## config.mk

```make
export PLATFORM = sky130hd
export DESIGN_NAME = tap_tempo_beat_clock_flat
export DESIGN_NICKNAME = d
export VERILOG_FILES = /design/src/rtl/tte_pkg.sv /design/src/rtl/tte_if.sv /design/src/rtl/tap_tempo_beat_clock.sv /design/src/rtl/tte_div.sv /design/src/rtl/tte_datapath.sv /design/src/rtl/tte_ctrl.sv /design/src/flat_wrapper.sv
export SDC_FILE = /design/constraint.sdc
export NUM_CORES = 2
export LEC_CHECK = 0
export BUFFER_PORTS_ARGS = -buffer_cell sky130_fd_sc_hd__buf_2
export CAP_MARGIN = 20
export CELL_PAD_IN_SITES_DETAIL_PLACEMENT = 0
export CELL_PAD_IN_SITES_GLOBAL_PLACEMENT = 1
export CORE_MARGIN = 2
export CORE_UTILIZATION = 30
export CTS_CLUSTER_DIAMETER = 100
export CTS_CLUSTER_SIZE = 16
export DETAILED_ROUTE_END_ITERATION = 10
export PLACE_DENSITY = 0.48
export SYNTH_ARGS = -nofsm -noshare
export SYNTH_HDL_FRONTEND = slang
export SYNTH_SLANG_ARGS = --single-unit
```

## constraint.sdc

```tcl
create_clock -name i_clk -period 17.26 [get_ports i_clk]
set_input_delay 0 -clock i_clk [delete_from_list [all_inputs] [get_ports i_clk]]
set_output_delay 0 -clock i_clk [all_outputs]
set_load 0.02 [all_outputs]
```

## src/rtl/tte_pkg.sv

```systemverilog
package tte_pkg;

    localparam int TW      = 48;
    localparam int DIV_NW  = 64;
    localparam int DIV_DW  = 56;
    localparam int DIV_CW  = $clog2(DIV_NW + 1);

    localparam logic [TW-1:0] PERIOD_RESET = TW'(32768);
    localparam logic [TW-1:0] PERIOD_MIN   = TW'(6554);
    localparam logic [TW-1:0] PERIOD_MAX   = TW'(196608);
    localparam logic [TW-1:0] TAP_GAP      = TW'(262144);
    localparam logic [17:0]   NEAR_LOW     = 18'd39322;
    localparam logic [17:0]   NEAR_HIGH    = 18'd222822;
    localparam logic [31:0]   BPM_SCALE    = 32'd1006632960;
    localparam logic [17:0]   BPM_MAX      = 18'd262143;

    typedef enum logic [4:0] {
        OP_NONE,
        OP_LOAD,
        OP_CHECK,
        OP_TDROP,
        OP_TRD_OLD,
        OP_TRD_PREV,
        OP_TPUSH,
        OP_TCLEAR,
        OP_TAVG_START,
        OP_TAVG_END,
        OP_RFAR,
        OP_RDROP,
        OP_RRD_OLD,
        OP_RPUSH,
        OP_RDIV1_START,
        OP_RDIV2_START,
        OP_RDIV2_END,
        OP_BAR_START,
        OP_BAR_END,
        OP_MEAS,
        OP_FRAC_START,
        OP_BEAT,
        OP_BPM_START,
        OP_OUT
    } t_op;

    typedef enum logic [4:0] {
        S_IDLE, S_CHECK,
        S_TDROP, S_TDCMP, S_TCHK, S_TGAP, S_TAVG, S_TAW,
        S_RS, S_RDROP, S_RDCMP, S_RCHK, S_RFIRST, S_RD1W, S_RD2W,
        S_BAR, S_BARW, S_MEAS, S_FRAC, S_FRW, S_BPM, S_BPMW, S_OUT
    } t_state;

    typedef struct packed {
        t_op  op;
        logic in_ready;
    } t_cmd;

    typedef struct packed {
        logic in_valid;
        logic tap;
        logic resync;
        logic t_full;
        logic t_gt1;
        logic t_beyond;
        logic t_ge4;
        logic t_gap;
        logic far;
        logic r_full;
        logic r_gt1;
        logic r_beyond;
        logic md_zero;
        logic q_zero;
        logic period_zero;
        logic div_busy;
        logic out_busy;
    } t_stat;

    // t later than base by more than span
    function automatic logic beyond(input logic [TW-1:0] t, input logic [TW-1:0] base,
                                    input logic [TW-1:0] span);
        return (t >= base) && ((t - base) > span);
    endfunction

endpackage

```

## src/rtl/tte_if.sv

```systemverilog
interface tte_in_if;
    logic        valid;
    logic        ready;
    logic [47:0] run_time;
    logic        tap_pulse;
    logic        resync_pulse;

    modport source(output valid, run_time, tap_pulse, resync_pulse, input ready);
    modport sink(input valid, run_time, tap_pulse, resync_pulse, output ready);
endinterface

interface tte_out_if;
    logic               valid;
    logic               ready;
    logic signed [47:0] beat_time;
    logic        [17:0] tempo_bpm;

    modport source(output valid, beat_time, tempo_bpm, input ready);
    modport sink(input valid, beat_time, tempo_bpm, output ready);
endinterface

```

## src/rtl/tap_tempo_beat_clock.sv

```systemverilog
// channel   dir  handshake           word
// i_in      in   valid/ready         run_time[47:0], tap_pulse, resync_pulse
// o_out     out  valid/ready         beat_time[47:0] signed, tempo_bpm[17:0]
// i_cfg     in   i_cfg_we, no stall  i_cfg_data[17:0] initial_beat_period
//
// One word at a time: a tick may need up to six divisions, each run in turn in the
// shared bit-serial divider.
// Each entry dropped in ring aging lengthens the work on that word.
// i_rst_n is synchronous; the rings need no clearing pass.
// A finished result waits in the output register while the next word is taken.
module tap_tempo_beat_clock
    import tte_pkg::*;
#(
    parameter int TAP_DEPTH    = 16,
    parameter int RESYNC_DEPTH = 8
) (
    input  logic        i_clk,
    input  logic        i_rst_n,
    input  logic        i_cfg_we,
    input  logic [17:0] i_cfg_data,
    tte_in_if.sink      i_in,
    tte_out_if.source   o_out
);

    t_cmd  cmd;
    t_stat stat;

    tte_ctrl u_ctrl (
        .i_clk  (i_clk),
        .i_rst_n(i_rst_n),
        .i_stat (stat),
        .o_cmd  (cmd)
    );

    tte_datapath #(
        .TAP_DEPTH   (TAP_DEPTH),
        .RESYNC_DEPTH(RESYNC_DEPTH)
    ) u_dp (
        .i_clk     (i_clk),
        .i_rst_n   (i_rst_n),
        .i_cfg_we  (i_cfg_we),
        .i_cfg_data(i_cfg_data),
        .i_in      (i_in),
        .o_out     (o_out),
        .i_cmd     (cmd),
        .o_stat    (stat)
    );

endmodule

```

## src/rtl/tte_div.sv

```systemverilog
module tte_div
    import tte_pkg::*;
(
    input  logic              i_clk,
    input  logic              i_rst_n,
    input  logic              i_start,
    input  logic [DIV_NW-1:0] i_num,
    input  logic [DIV_DW-1:0] i_den,
    output logic              o_busy,
    output logic [DIV_NW-1:0] o_quot
);

    logic              r_busy;
    logic [DIV_CW-1:0] r_cnt;
    logic [DIV_NW-1:0] r_quot;
    logic [DIV_DW-1:0] r_rem;
    logic [DIV_DW-1:0] r_den;

    logic [DIV_DW:0]   trial;
    logic              fits;
    logic [DIV_DW:0]   diff;

    // restoring division, one quotient bit per cycle
    always_comb begin
        trial = {r_rem, r_quot[DIV_NW-1]};
        fits  = trial >= {1'b0, r_den};
        diff  = trial - {1'b0, r_den};
    end

    always_ff @(posedge i_clk) begin
        if (!i_rst_n) begin
            r_busy <= 1'b0;
            r_cnt  <= '0;
        end else if (i_start) begin
            r_busy <= 1'b1;
            r_cnt  <= DIV_CW'(DIV_NW);
        end else if (r_busy) begin
            r_cnt <= r_cnt - 1'b1;
            if (r_cnt == DIV_CW'(1)) begin
                r_busy <= 1'b0;
            end
        end
    end

    always_ff @(posedge i_clk) begin
        if (i_start) begin
            r_quot <= i_num;
            r_rem  <= '0;
            r_den  <= i_den;
        end else if (r_busy) begin
            r_quot <= {r_quot[DIV_NW-2:0], fits};
            r_rem  <= fits ? diff[DIV_DW-1:0] : trial[DIV_DW-1:0];
        end
    end

    assign o_busy = r_busy;
    assign o_quot = r_quot;

endmodule

```

## src/rtl/tte_datapath.sv

```systemverilog
module tte_datapath
    import tte_pkg::*;
#(
    parameter int TAP_DEPTH    = 16,
    parameter int RESYNC_DEPTH = 8
) (
    input  logic        i_clk,
    input  logic        i_rst_n,
    input  logic        i_cfg_we,
    input  logic [17:0] i_cfg_data,
    tte_in_if.sink      i_in,
    tte_out_if.source   o_out,
    input  t_cmd        i_cmd,
    output t_stat       o_stat
);

    localparam int TIW = $clog2(TAP_DEPTH);
    localparam int TCW = $clog2(TAP_DEPTH + 1);
    localparam int RIW = $clog2(RESYNC_DEPTH);
    localparam int RCW = $clog2(RESYNC_DEPTH + 1);

    logic [TW-1:0]  r_now;
    logic           r_tap;
    logic           r_resync;
    logic [TW-1:0]  r_period;
    logic [TW-1:0]  r_mstart;
    logic [31:0]    r_mcount;
    logic [TW-1:0]  r_bar;
    logic [TW-1:0]  r_last;
    logic [TIW-1:0] r_thead;
    logic [TCW-1:0] r_tcnt;
    logic [RIW-1:0] r_rhead;
    logic [RCW-1:0] r_rcnt;
    logic [TW-1:0]  r_tap_mem [TAP_DEPTH];
    logic [TW-1:0]  r_rs_mem  [RESYNC_DEPTH];
    logic [TW-1:0]  r_tap_rd;
    logic [TW-1:0]  r_rs_rd;
    logic [TW-1:0]  r_span;
    logic           r_neg;
    logic           r_oval;
    logic [TW-1:0]  r_obeat;
    logic [17:0]    r_obpm;

    logic              div_start;
    logic [DIV_NW-1:0] div_num;
    logic [DIV_DW-1:0] div_den;
    logic              div_busy;
    logic [DIV_NW-1:0] quot;

    logic [TW-1:0]  md;
    logic [TW-1:0]  span32;
    logic [55:0]    p136;
    logic [TW-1:0]  span136;
    logic           now_ge_ms;
    logic [TW-1:0]  dms;
    logic [TW-1:0]  tdiff;
    logic [TCW-1:0] tsteps;
    logic [TW-1:0]  rspan;
    logic [DIV_DW-1:0] den2;
    logic [TW-1:0]  frac;
    logic [TW-1:0]  beat;

    function automatic logic [TIW-1:0] tap_idx(input logic [TIW-1:0] head,
                                               input logic [TCW-1:0] k);
        logic [TCW:0] s;
        s = (TCW+1)'(head) + (TCW+1)'(k);
        if (s >= (TCW+1)'(TAP_DEPTH)) begin
            s = s - (TCW+1)'(TAP_DEPTH);
        end
        return s[TIW-1:0];
    endfunction

    function automatic logic [RIW-1:0] rs_idx(input logic [RIW-1:0] head,
                                              input logic [RCW-1:0] k);
        logic [RCW:0] s;
        s = (RCW+1)'(head) + (RCW+1)'(k);
        if (s >= (RCW+1)'(RESYNC_DEPTH)) begin
            s = s - (RCW+1)'(RESYNC_DEPTH);
        end
        return s[RIW-1:0];
    endfunction

    tte_div u_div (
        .i_clk  (i_clk),
        .i_rst_n(i_rst_n),
        .i_start(div_start),
        .i_num  (div_num),
        .i_den  (div_den),
        .o_busy (div_busy),
        .o_quot (quot)
    );

    always_comb begin
        md        = {r_period[TW-5:0], 4'b0};
        span32    = {r_period[TW-6:0], 5'b0};
        p136      = 56'(r_period) * 56'd136;
        span136   = p136[TW-1:0];
        now_ge_ms = r_now >= r_mstart;
        dms       = now_ge_ms ? (r_now - r_mstart) : (r_mstart - r_now);
        tdiff     = (r_now >= r_tap_rd) ? (r_now - r_tap_rd) : '0;
        tsteps    = r_tcnt - 1'b1;
        rspan     = (r_now >= r_rs_rd) ? (r_now - r_rs_rd) : '0;
        den2      = {quot[DIV_DW-5:0], 4'b0};
        frac      = md == '0 ? '0 : (r_neg ? (TW'(0) - quot[TW-1:0]) : quot[TW-1:0]);
        beat      = ({r_mcount, 16'b0} + frac + r_bar) << 2;
    end

    always_comb begin
        div_start = 1'b1;
        div_num   = {dms, 16'b0};
        div_den   = DIV_DW'(md);
        case (i_cmd.op)
            OP_TAVG_START: begin
                div_num = DIV_NW'(tdiff) + DIV_NW'(tsteps >> 1);
                div_den = DIV_DW'(tsteps);
            end
            OP_RDIV1_START: begin
                div_num = DIV_NW'(rspan) + DIV_NW'(md >> 1);
            end
            OP_RDIV2_START: begin
                div_num = DIV_NW'(r_span) + DIV_NW'(den2 >> 1);
                div_den = den2;
            end
            OP_BAR_START, OP_FRAC_START: begin
            end
            OP_BPM_START: begin
                div_num = DIV_NW'(BPM_SCALE) + DIV_NW'(r_period >> 1);
                div_den = DIV_DW'(r_period);
            end
            default: begin
                div_start = 1'b0;
            end
        endcase
    end

    always_ff @(posedge i_clk) begin
        if (!i_rst_n) begin
            r_tap    <= 1'b0;
            r_resync <= 1'b0;
            r_period <= PERIOD_RESET;
            r_mstart <= '0;
            r_mcount <= '0;
            r_bar    <= '0;
            r_last   <= '0;
            r_thead  <= '0;
            r_tcnt   <= '0;
            r_rhead  <= '0;
            r_rcnt   <= '0;
            r_oval   <= 1'b0;
        end else begin
            if (i_cmd.op == OP_OUT) begin
                r_oval <= 1'b1;
            end else if (r_oval && o_out.ready) begin
                r_oval <= 1'b0;
            end
            case (i_cmd.op)
                OP_LOAD: begin
                    r_tap    <= i_in.tap_pulse;
                    r_resync <= i_in.resync_pulse;
                end
                OP_CHECK: begin
                    if (r_period < PERIOD_MIN || r_period > PERIOD_MAX) begin
                        r_period <= PERIOD_RESET;
                        r_bar    <= '0;
                        r_tcnt   <= '0;
                        r_rcnt   <= '0;
                    end
                end
                OP_TDROP: begin
                    r_thead <= tap_idx(r_thead, TCW'(1));
                    r_tcnt  <= r_tcnt - 1'b1;
                end
                OP_TPUSH:    r_tcnt <= r_tcnt + 1'b1;
                OP_TCLEAR:   r_tcnt <= '0;
                OP_TAVG_END: r_period <= quot[TW-1:0];
                OP_RFAR: begin
                    r_rhead <= '0;
                    r_rcnt  <= RCW'(1);
                end
                OP_RDROP: begin
                    r_rhead <= rs_idx(r_rhead, RCW'(1));
                    r_rcnt  <= r_rcnt - 1'b1;
                end
                OP_RPUSH:     r_rcnt <= r_rcnt + 1'b1;
                OP_RDIV2_END: r_period <= quot[TW-1:0];
                OP_BAR_END: begin
                    // snap so the beat time lands on a measure boundary
                    r_bar <= md == '0 ? '0 :
                             (r_neg ? quot[TW-1:0] : (TW'(0) - quot[TW-1:0]));
                end
                OP_MEAS: begin
                    if (md != '0 && beyond(r_now, r_mstart, md)) begin
                        r_mcount <= r_mcount + 1'b1;
                        r_mstart <= r_mstart + md;
                    end
                end
                OP_BEAT: r_last <= beat;
                default: begin
                end
            endcase
            if (i_cfg_we) begin
                r_period <= TW'(i_cfg_data);
                r_tcnt   <= '0;
            end
        end
    end

    always_ff @(posedge i_clk) begin
        case (i_cmd.op)
            OP_LOAD:     r_now <= i_in.run_time;
            OP_TRD_OLD:  r_tap_rd <= r_tap_mem[r_thead];
            OP_TRD_PREV: r_tap_rd <= r_tap_mem[tap_idx(r_thead, r_tcnt - TCW'(2))];
            OP_TPUSH:    r_tap_mem[tap_idx(r_thead, r_tcnt)] <= r_now;
            OP_RFAR:     r_rs_mem[0] <= r_now;
            OP_RRD_OLD:  r_rs_rd <= r_rs_mem[r_rhead];
            OP_RPUSH:    r_rs_mem[rs_idx(r_rhead, r_rcnt)] <= r_now;
            OP_RDIV1_START: begin
                r_span <= rspan;
            end
            OP_BAR_START, OP_FRAC_START: begin
                r_neg <= !now_ge_ms;
            end
            OP_OUT: begin
                r_obeat <= r_last;
                if (r_period == '0 || quot > DIV_NW'(BPM_MAX)) begin
                    r_obpm <= BPM_MAX;
                end else begin
                    r_obpm <= quot[17:0];
                end
            end
            default: begin
            end
        endcase
    end

    always_comb begin
        o_stat.in_valid    = i_in.valid;
        o_stat.tap         = r_tap;
        o_stat.resync      = r_resync;
        o_stat.t_full      = r_tcnt >= TCW'(TAP_DEPTH);
        o_stat.t_gt1       = r_tcnt > TCW'(1);
        o_stat.t_beyond    = beyond(r_now, r_tap_rd, span32);
        o_stat.t_ge4       = r_tcnt >= TCW'(4);
        o_stat.t_gap       = beyond(r_now, r_tap_rd, TAP_GAP);
        o_stat.far         = r_last[17:0] >= NEAR_LOW && r_last[17:0] <= NEAR_HIGH;
        o_stat.r_full      = r_rcnt >= RCW'(RESYNC_DEPTH);
        o_stat.r_gt1       = r_rcnt > RCW'(1);
        o_stat.r_beyond    = beyond(r_now, r_rs_rd, span136);
        o_stat.md_zero     = md == '0;
        o_stat.q_zero      = quot == '0;
        o_stat.period_zero = r_period == '0;
        o_stat.div_busy    = div_busy;
        o_stat.out_busy    = r_oval && !o_out.ready;
    end

    assign i_in.ready      = i_cmd.in_ready;
    assign o_out.valid     = r_oval;
    assign o_out.beat_time = r_obeat;
    assign o_out.tempo_bpm = r_obpm;

endmodule

```

## src/rtl/tte_ctrl.sv

```systemverilog
module tte_ctrl
    import tte_pkg::*;
(
    input  logic  i_clk,
    input  logic  i_rst_n,
    input  t_stat i_stat,
    output t_cmd  o_cmd
);

    t_state r_state;
    t_state n_state;

    always_ff @(posedge i_clk) begin
        if (!i_rst_n) begin
            r_state <= S_IDLE;
        end else begin
            r_state <= n_state;
        end
    end

    always_comb begin
        n_state        = r_state;
        o_cmd.op       = OP_NONE;
        o_cmd.in_ready = 1'b0;
        case (r_state)
            S_IDLE: begin
                o_cmd.in_ready = 1'b1;
                if (i_stat.in_valid) begin
                    o_cmd.op = OP_LOAD;
                    n_state  = S_CHECK;
                end
            end
            S_CHECK: begin
                o_cmd.op = OP_CHECK;
                n_state  = i_stat.tap ? S_TDROP : S_RS;
            end
            // age the tap ring before the append
            S_TDROP: begin
                if (i_stat.t_full) begin
                    o_cmd.op = OP_TDROP;
                end else if (i_stat.t_gt1) begin
                    o_cmd.op = OP_TRD_OLD;
                    n_state  = S_TDCMP;
                end else begin
                    o_cmd.op = OP_TPUSH;
                    n_state  = S_TCHK;
                end
            end
            S_TDCMP: begin
                if (i_stat.t_beyond) begin
                    o_cmd.op = OP_TDROP;
                    n_state  = S_TDROP;
                end else begin
                    o_cmd.op = OP_TPUSH;
                    n_state  = S_TCHK;
                end
            end
            S_TCHK: begin
                if (i_stat.t_ge4) begin
                    o_cmd.op = OP_TRD_PREV;
                    n_state  = S_TGAP;
                end else begin
                    n_state = S_RS;
                end
            end
            S_TGAP: begin
                if (i_stat.t_gap) begin
                    o_cmd.op = OP_TCLEAR;
                    n_state  = S_RS;
                end else begin
                    o_cmd.op = OP_TRD_OLD;
                    n_state  = S_TAVG;
                end
            end
            S_TAVG: begin
                o_cmd.op = OP_TAVG_START;
                n_state  = S_TAW;
            end
            S_TAW: begin
                if (!i_stat.div_busy) begin
                    o_cmd.op = OP_TAVG_END;
                    n_state  = S_RS;
                end
            end
            S_RS: begin
                if (!i_stat.resync) begin
                    n_state = S_MEAS;
                end else if (i_stat.far) begin
                    o_cmd.op = OP_RFAR;
                    n_state  = S_BAR;
                end else begin
                    n_state = S_RDROP;
                end
            end
            S_RDROP: begin
                if (i_stat.r_full) begin
                    o_cmd.op = OP_RDROP;
                end else if (i_stat.r_gt1) begin
                    o_cmd.op = OP_RRD_OLD;
                    n_state  = S_RDCMP;
                end else begin
                    o_cmd.op = OP_RPUSH;
                    n_state  = S_RCHK;
                end
            end
            S_RDCMP: begin
                if (i_stat.r_beyond) begin
                    o_cmd.op = OP_RDROP;
                    n_state  = S_RDROP;
                end else begin
                    o_cmd.op = OP_RPUSH;
                    n_state  = S_RCHK;
                end
            end
            S_RCHK: begin
                if (i_stat.r_gt1 && !i_stat.md_zero) begin
                    o_cmd.op = OP_RRD_OLD;
                    n_state  = S_RFIRST;
                end else begin
                    n_state = S_BAR;
                end
            end
            S_RFIRST: begin
                o_cmd.op = OP_RDIV1_START;
                n_state  = S_RD1W;
            end
            S_RD1W: begin
                if (!i_stat.div_busy) begin
                    if (i_stat.q_zero) begin
                        n_state = S_BAR;
                    end else begin
                        o_cmd.op = OP_RDIV2_START;
                        n_state  = S_RD2W;
                    end
                end
            end
            S_RD2W: begin
                if (!i_stat.div_busy) begin
                    o_cmd.op = OP_RDIV2_END;
                    n_state  = S_BAR;
                end
            end
            S_BAR: begin
                if (i_stat.md_zero) begin
                    o_cmd.op = OP_BAR_END;
                    n_state  = S_MEAS;
                end else begin
                    o_cmd.op = OP_BAR_START;
                    n_state  = S_BARW;
                end
            end
            S_BARW: begin
                if (!i_stat.div_busy) begin
                    o_cmd.op = OP_BAR_END;
                    n_state  = S_MEAS;
                end
            end
            S_MEAS: begin
                o_cmd.op = OP_MEAS;
                n_state  = S_FRAC;
            end
            S_FRAC: begin
                if (i_stat.md_zero) begin
                    o_cmd.op = OP_BEAT;
                    n_state  = S_BPM;
                end else begin
                    o_cmd.op = OP_FRAC_START;
                    n_state  = S_FRW;
                end
            end
            S_FRW: begin
                if (!i_stat.div_busy) begin
                    o_cmd.op = OP_BEAT;
                    n_state  = S_BPM;
                end
            end
            S_BPM: begin
                if (i_stat.period_zero) begin
                    n_state = S_OUT;
                end else begin
                    o_cmd.op = OP_BPM_START;
                    n_state  = S_BPMW;
                end
            end
            S_BPMW: begin
                if (!i_stat.div_busy) begin
                    n_state = S_OUT;
                end
            end
            S_OUT: begin
                // hold until the output register is free
                if (!i_stat.out_busy) begin
                    o_cmd.op = OP_OUT;
                    n_state  = S_IDLE;
                end
            end
            default: begin
                n_state = S_IDLE;
            end
        endcase
    end

endmodule

```

## src/flat_wrapper.sv

```systemverilog
// flat-port wrapper written by rule: the top's interface ports become plain ports
module tap_tempo_beat_clock_flat import tte_pkg::*;
#(
    parameter int TAP_DEPTH    = 16,
    parameter int RESYNC_DEPTH = 8
)
  (i_clk, i_rst_n, i_cfg_we, i_cfg_data, i_in_valid, i_in_run_time, i_in_tap_pulse, i_in_resync_pulse, i_in_ready, o_out_valid, o_out_beat_time, o_out_tempo_bpm, o_out_ready);
  tte_in_if i_in_i ();
  tte_out_if o_out_i ();
  input  logic i_clk;
  input  logic i_rst_n;
  input  logic i_cfg_we;
  input  logic [17:0] i_cfg_data;
  input wire logic [$bits(i_in_i.valid)-1:0] i_in_valid;
  input wire logic [$bits(i_in_i.run_time)-1:0] i_in_run_time;
  input wire logic [$bits(i_in_i.tap_pulse)-1:0] i_in_tap_pulse;
  input wire logic [$bits(i_in_i.resync_pulse)-1:0] i_in_resync_pulse;
  output wire logic [$bits(i_in_i.ready)-1:0] i_in_ready;
  output wire logic [$bits(o_out_i.valid)-1:0] o_out_valid;
  output wire logic [$bits(o_out_i.beat_time)-1:0] o_out_beat_time;
  output wire logic [$bits(o_out_i.tempo_bpm)-1:0] o_out_tempo_bpm;
  input wire logic [$bits(o_out_i.ready)-1:0] o_out_ready;
  assign i_in_i.valid = i_in_valid;
  assign i_in_i.run_time = i_in_run_time;
  assign i_in_i.tap_pulse = i_in_tap_pulse;
  assign i_in_i.resync_pulse = i_in_resync_pulse;
  assign i_in_ready = i_in_i.ready;
  assign o_out_valid = o_out_i.valid;
  assign o_out_beat_time = o_out_i.beat_time;
  assign o_out_tempo_bpm = o_out_i.tempo_bpm;
  assign o_out_i.ready = o_out_ready;
  tap_tempo_beat_clock #(.TAP_DEPTH(TAP_DEPTH), .RESYNC_DEPTH(RESYNC_DEPTH)) u_core (.i_clk(i_clk), .i_rst_n(i_rst_n), .i_cfg_we(i_cfg_we), .i_cfg_data(i_cfg_data), .i_in(i_in_i), .o_out(o_out_i));
endmodule
```

Word level (Yosys, flattened, before mapping)
Memory sizes are Yosys's and may differ from the RTL's. A register that Yosys moved wholly into a read port is not among the register bits.
Cells that the tools add are included.
Storage, ports and cells
  bits of input ports: 73
  flip-flop bits (word level): 637
  word-level logic and storage cells: 282
  output and inout bits: 68
  bits in writable memories: 1152
  memory bits (read-only): 0
  bits in latches: 0
  memories: 2
Memories
  u_core.u_dp.r_tap_mem: words 16, width 48, rd ports 2, clocked after Yosys merged registers in 1, write ports 1, RTL line tte_datapath.sv:34  | logic [TW-1:0] r_tap_mem [TAP_DEPTH];
  u_core.u_dp.r_rs_mem: words 8, width 48, rd ports 1, clocked after Yosys merged registers in 1, write ports 1, RTL line tte_datapath.sv:35  | logic [TW-1:0] r_rs_mem [RESYNC_DEPTH];
Cells by class
  $lt $le $gt $ge: 23
  multipliers: 1
  muxes and demuxes: 99
  div/mod/pow operators: 0
  reduce and logical (&&, ||, !) cells: 42
  bitwise operators: 1
  shift operators: 0
  $add $sub $neg: 30
  eq/ne operators: 58
Operators by type and width (number)
  case mux 64 bit (4 select lines): 1
  two-way mux 48 bit: 5
  two-way mux 46 bit: 5
  case mux 48 bit (2 select lines): 2
  subtractor 48 bit: 4
  case mux 56 bit (3 select lines): 1
  greater-or-equal comparator 48 bit: 3
  > comparator 48 bit: 3
  two-way mux 64 bit: 2
  case mux 5 bit (23 select lines): 1
  case mux 5 bit (22 select lines): 1
  logical NOT 48 bit: 2
  adder 46 bit: 2
  case mux 46 bit (2 select lines): 1
  two-way mux 5 bit: 17
  equality test 5 x 4 -> 1 bit (second input constant): 16
  equality test 5 bit (second input constant): 15
  two-way mux 4 bit: 17
  > comparator 64 x 18 -> 1 bit (second input constant): 1
  logical NOT 64 bit: 1
  greater-or-equal comparator 57 x 56 -> 1 bit: 1
  adder 48 x 55 -> 56 bit: 1
  two-way mux 56 bit: 1
  subtractor 56 bit: 1
  59 further kinds: 150

Depth between registers and ports, before layout
  word-level depth: 10
  mapped depth: 36
  mapped depth without buffers: 33

Cells and area by module
Synthesis repeated with hierarchy kept, for this count alone.
Unflattened totals
  cell total of the unflattened synthesis: 9314
  area total of the unflattened synthesis: 110982.7 µm²
Modules (own cells, without submodules)
  tte_datapath: cells each 8045, times used 1, area an instance 99123.8 µm², sequential area each 47055.1 µm²
  tte_div: cells each 1098, times used 1, area an instance 10642.7 µm², sequential area each 4884.7 µm²
  tte_ctrl: cells each 171, times used 1, area an instance 1216.2 µm², sequential area each 100.1 µm²

Worst setup path before layout
No wires, ideal clock.
  kind: reg2reg
  start: register u_core.u_ctrl.r_state[1]
  end: memory u_core.u_dp.r_rs_mem[4][0], enable pin
  slack: 4.628 ns
  cell stages (with the launch flop): 13
  required time: 16.737 ns
  arrival: 12.109 ns
  setup time: 0.523 ns
  clock period less this slack: 12.632 ns
  buffers on the path: 3
  path through: dfxtp_1 -> clkbuf_1 -> clkbuf_1 -> nand2_1 -> nor4_1 -> a21oi_1 -> o31a_1 -> o21ai_0 -> nor4_1 -> and4_1 -> buf_2 -> nor4_1 -> nor3b_1
On the way
  word-level cells in the longest chain between the ends: 7
  elaborated cells between the ends (all ways): 32
  those cells by class: 23 x eq/ne; 7 x mux; 2 x reduce/logical
Ends and longest elaborated chain
  start, declared: RTL line tte_ctrl.sv:10  | t_state r_state;
  start signal, assigned: RTL line tte_ctrl.sv:17  | r_state <= n_state;
  equality test 5 bit, or another cell as far along: RTL line tte_ctrl.sv:25  | case (r_state)
  case mux 5 bit (22 select lines) *: RTL line tte_ctrl.sv:25
  equality test 5 x 4 -> 1 bit: RTL line tte_datapath.sv:209  | case (i_cmd.op)
  two-way mux 1 bit: RTL line tte_datapath.sv:209
  two-way mux 1 bit (not written as such): RTL line tte_datapath.sv:216  | OP_RPUSH: r_rs_mem[rs_idx(r_rhead, r_rcnt)] <= r_now;
  OR reduction 48 bit (no source line)
  two-way mux 3 bit (no source line) or two-way mux 1 bit (tied branches)
  end, declared: RTL line tte_datapath.sv:35
Mark *: on every way between the ends. The rest lies on a longest branch, timed or not.

Worst setup path in the final report
  start: register u_core.u_dp.r_now[0]
  end: memory u_core.u_dp.r_tap_mem[5][27], enable pin
On the way
  word-level cells in the longest chain between the ends: 8
  elaborated cells between the ends (all ways): 17
  those cells by class: 2 x add/sub; 5 x order compare; 1 x eq/ne; 6 x mux; 3 x reduce/logical
Ends and longest elaborated chain
  start, declared: RTL line tte_datapath.sv:22  | logic [TW-1:0] r_now;
  start signal, assigned: RTL line tte_datapath.sv:210  | OP_LOAD: r_now <= i_in.run_time;
  subtractor 48 bit: RTL line tte_pkg.sv:79  | return (t >= base) && ((t - base) > span);
  > comparator 48 x 19 -> 1 bit or > comparator 48 bit (tied branches): RTL line tte_pkg.sv:79
  logical AND 1 bit: RTL line tte_pkg.sv:79
  two-way mux 2 bit, or another cell as far along: RTL line tte_ctrl.sv:67  | if (i_stat.t_gap) begin
  case mux 5 bit (22 select lines) *: RTL line tte_ctrl.sv:25
  equality test 5 x 3 -> 1 bit *: RTL line tte_datapath.sv:209
  two-way mux 1 bit *: RTL line tte_datapath.sv:209
  two-way mux 1 bit (not written as such) *: RTL line tte_datapath.sv:213  | OP_TPUSH: r_tap_mem[tap_idx(r_thead, r_tcnt)] <= r_now;
  end, declared: RTL line tte_datapath.sv:34
Marked as above.

==> run summary <==
Outcome: finished clean
Top-Level Pins: 141
Fmax: 92.83 MHz
Sink Count: 1835
Synth area leaders: edfxtp_1 (41%), mux4_2 (11%), ha_1 (7.6%)
Worst path most repeated cell: buf_4
Min-Delay Path Class: input pin to flop
CTS Root Cell: clkbuf_16
GRT Resource Usage Total: 23.24%
CP required: 17.76 ns
Yosys top cell by area: edfxtp_1
Worst setup path class: flop to flop
Core Footprint: 368000 µm²
Final Skew: 0.09104 ns
Number of distinct library cells after synthesis: 92
Yosys Warn Count: 0
Layout area overhead: 12.03%
Via count: 81.95k
Detailed Routing Iterations Pass 1: 8
Vias in the first global route: 82.88k
DIE WIDTH: 611.3 µm
Most common cell in the netlist: edfxtp_1
Highest metal used: met5
Fin cells: 14.80k
Async SR Flop Fraction: 0%
Simple-gate share of the synthesized area: 11.11%
CTS tree: built
Main flop type after synthesis: edfxtp_1
Post-DP HPWL: 319700 µm
First DRT Iteration DRCs: 6973
Initial antenna violation count: 25
Compound-Gate Fraction of Synth Area: 13.35%
Power per cell area: 131.1 nW/µm²
Total Wirelength: 444100 µm
Die H: 611.3 µm
Fin crit share: 62.41%
WL met2: 214800 µm
Post-CTS Resized: 0
CP max stage cell: nor2_4
Crit. End Element: flop
Wl on met1: 194600 µm
Clock buffer depth: 4
Grt total ovfl: 0
Post-Synth Adder-Cell Area: 8.325%
Initial Util: 30.06%
Worst-margin pin slew: 1.105 ns
Most frequent cells after synthesis: edfxtp_1 (1529), nand2_1 (784), a21oi_1 (716)
Worst skew pair latency: 0.91 ns
Final setup TNS: 0 ns
ANT nets after route: 0
Cells after synthesis: 9675
Final Critical Period: 10.77 ns
WHS: 0.03601 ns
RSZ-0062 raised after global routing: no
Avg WL per Cell: 30.00 µm
Routed length on met3: 17720 µm
#FFs+latches synth: 1835
Number of cells after detailed placement: 14.42k
H-Tree Depth: 4
Startpoint Class: flop
CP arrival: 11.27 ns
Die area: 373700 µm²
Register area share after synthesis: 47.03%
Largest net degree at the start of global routing: 91
Vias/cell: 5.537
Yosys top cell area share: 41.50%
Xor/xnor cell area share of the yosys netlist: 4.536%
Clk slew on worst S/H paths: 0.08 ns
Worst R2R Setup Slack: 6.49 ns
Finished Cell Area: 124000 µm²
VDD IR max: 79.97 µV
Max Slew Vio Count: 0
Relative slew slack: 26.34%
Slowest Stage Delay on Critical Path: 0.88 ns
FP Rows: 223
Residual DRC count: 0
Max Fanout on Critical Path: 32
Netlist Area Pre-Place: 110600 µm²
Largest family of logic cells by synthesized area: compound AO/OA/AOI/OAI gates
Port Buffers: 138
Number of flops mapped to enable cells by yosys: 1529
First-pass GRT wire length: 626500 µm
Post-synthesis mux area share: 12.18%
Final setup viols: 0
Inserted Clock Buffers: 148
Mean Syn Cell Area: 11.44 µm²
MaxCap Viol Count: 0
Nets@finish: 10.67k
Layout cells sized above 1: 13.72%
Final Hold Fails: 0
Pleak: 45.00 nW
Routability cong.: 0.9103
Placed instance area: 118100 µm²
-- cell type report --
class	instances	area, µm²
clock buffers	185	3980
fillers	36580	244100
diodes	14	35.03
inverters	490	1851
clock inverters	33	386.6
well taps	4837	6052
flip-flops and latches	1835	52070
repair buffers	573	4437
multi-input cells	6833	55150
-- critical path: cells and delay by family (launching register included) --
| family | cells | cell delay [ns] |
|---|---|---|
| compound gates | 13 | 3.47 |
| simple gates | 10 | 3.15 |
| buf+inv | 6 | 2.04 |
| fa+ha+maj | 3 | 0.98 |
| flops | 1 | 0.33 |
| mux | 1 | 0.29 |
-- kinds of logic after synthesis --
kind of cell,count (synthesis)
simple gates,2566
compound gates,2302
flops,1835
buf+inv,1008
fa+ha+maj,711
mux,679
xor+xnor,573
other cells,1
-- flip-flops by register name (all words and copies together), names as in the netlist, 4 cells and up, named ones only --
register,flops
u_core.u_dp.o_out.tempo_bpm,18
u_core.u_dp.r_thead,4
u_core.u_dp.r_tap_rd,48
u_core.u_dp.r_rcnt,4
u_core.u_dp.o_out.beat_time,46
u_core.u_dp.r_mcount,30
u_core.u_dp.r_rs_mem,384
u_core.u_dp.r_bar,46
u_core.u_dp.r_period,48
u_core.u_dp.r_tap_mem,768
u_core.u_dp.u_div.r_rem,56
u_core.u_dp.r_tcnt,5
u_core.u_dp.u_div.r_cnt,7
u_core.u_dp.u_div.o_quot,64
u_core.u_dp.r_now,48
u_core.u_dp.u_div.r_den,56
u_core.u_dp.r_rs_rd,48
u_core.u_ctrl.r_state,5
u_core.u_dp.r_mstart,44
u_core.u_dp.r_span,48
u_core.u_dp.r_last,46
-- repair_timing --
action / in CTS / in global routing
buffers inserted: 0 / 0
endpoints found under the hold margin: 97 / 0
hold buffers: 141 / 0
setup endpoints to repair: 0 / 0
-- layer usage --
layer,vias up,global-route usage [%]
met2,2290,39.86
met3,506,2.071
li1,37160,-
met1,41990,30.66
met4,2,7.977
met5,-,0
-- metrics by stage --
stage          setup slack (ns)  power (mW)  utilization [%]
2_1_floorplan             4.628       9.953                -
3_3_place_gp              5.906       12.81            32.07
3_5_place_dp              6.444       12.82            32.09
4_1_cts                   6.349       16.33            33.66
5_1_grt                   5.817       17.10            33.67
6_report                  6.488       16.26            33.68
-- where the power goes --
group	internal (mW)	leakage [nW]	total, mW	switching, mW
Clock	1.67	2.12	3.43	1.76
Sequential	5.33	16.3	5.58	0.250
Combinational	2.45	26.6	7.25	4.80
-- placed cells by master (no fill, tap or decap), types with 51 or more instances in the layout --
cell and instances:
or2_2 51, nor3_1 142, buf_2 141, a222oi_1 56, ha_1 668, or3_1 65, nor4_1 51, inv_1 482
mux4_2 528, mux2_2 58, a211oi_1 74, clkbuf_16 154, o21ai_0 472, and3_1 52, edfxtp_1 1529, o31ai_1 85
buf_4 280, nor2_1 587, nand2_1 781, a21oi_1 716, nor2b_1 118, mux2i_1 93, nand4_1 133, xnor2_1 360
a31oi_1 56, dlygate4sd3_1 141, a21o_1 280, nand2b_1 98, o21a_1 74, nand3_1 291, o21bai_1 93, xor2_1 210
dfxtp_1 298
-- worst paths after layout --
path,from,end,cells after the start
worst max-delay path,u_core.u_dp.r_now[0],u_core.u_dp.r_tap_mem[5][27],33
worst min-delay path,i_in_run_time[12],u_core.u_dp.r_now[12],2
worst max register to register,u_core.u_dp.r_now[0],u_core.u_dp.r_tap_mem[5][27],33
worst min register to register,u_core.u_dp.r_last[24],u_core.u_dp.o_out.beat_time[24],0
No activity file was read; power rests on OpenSTA's default activity.
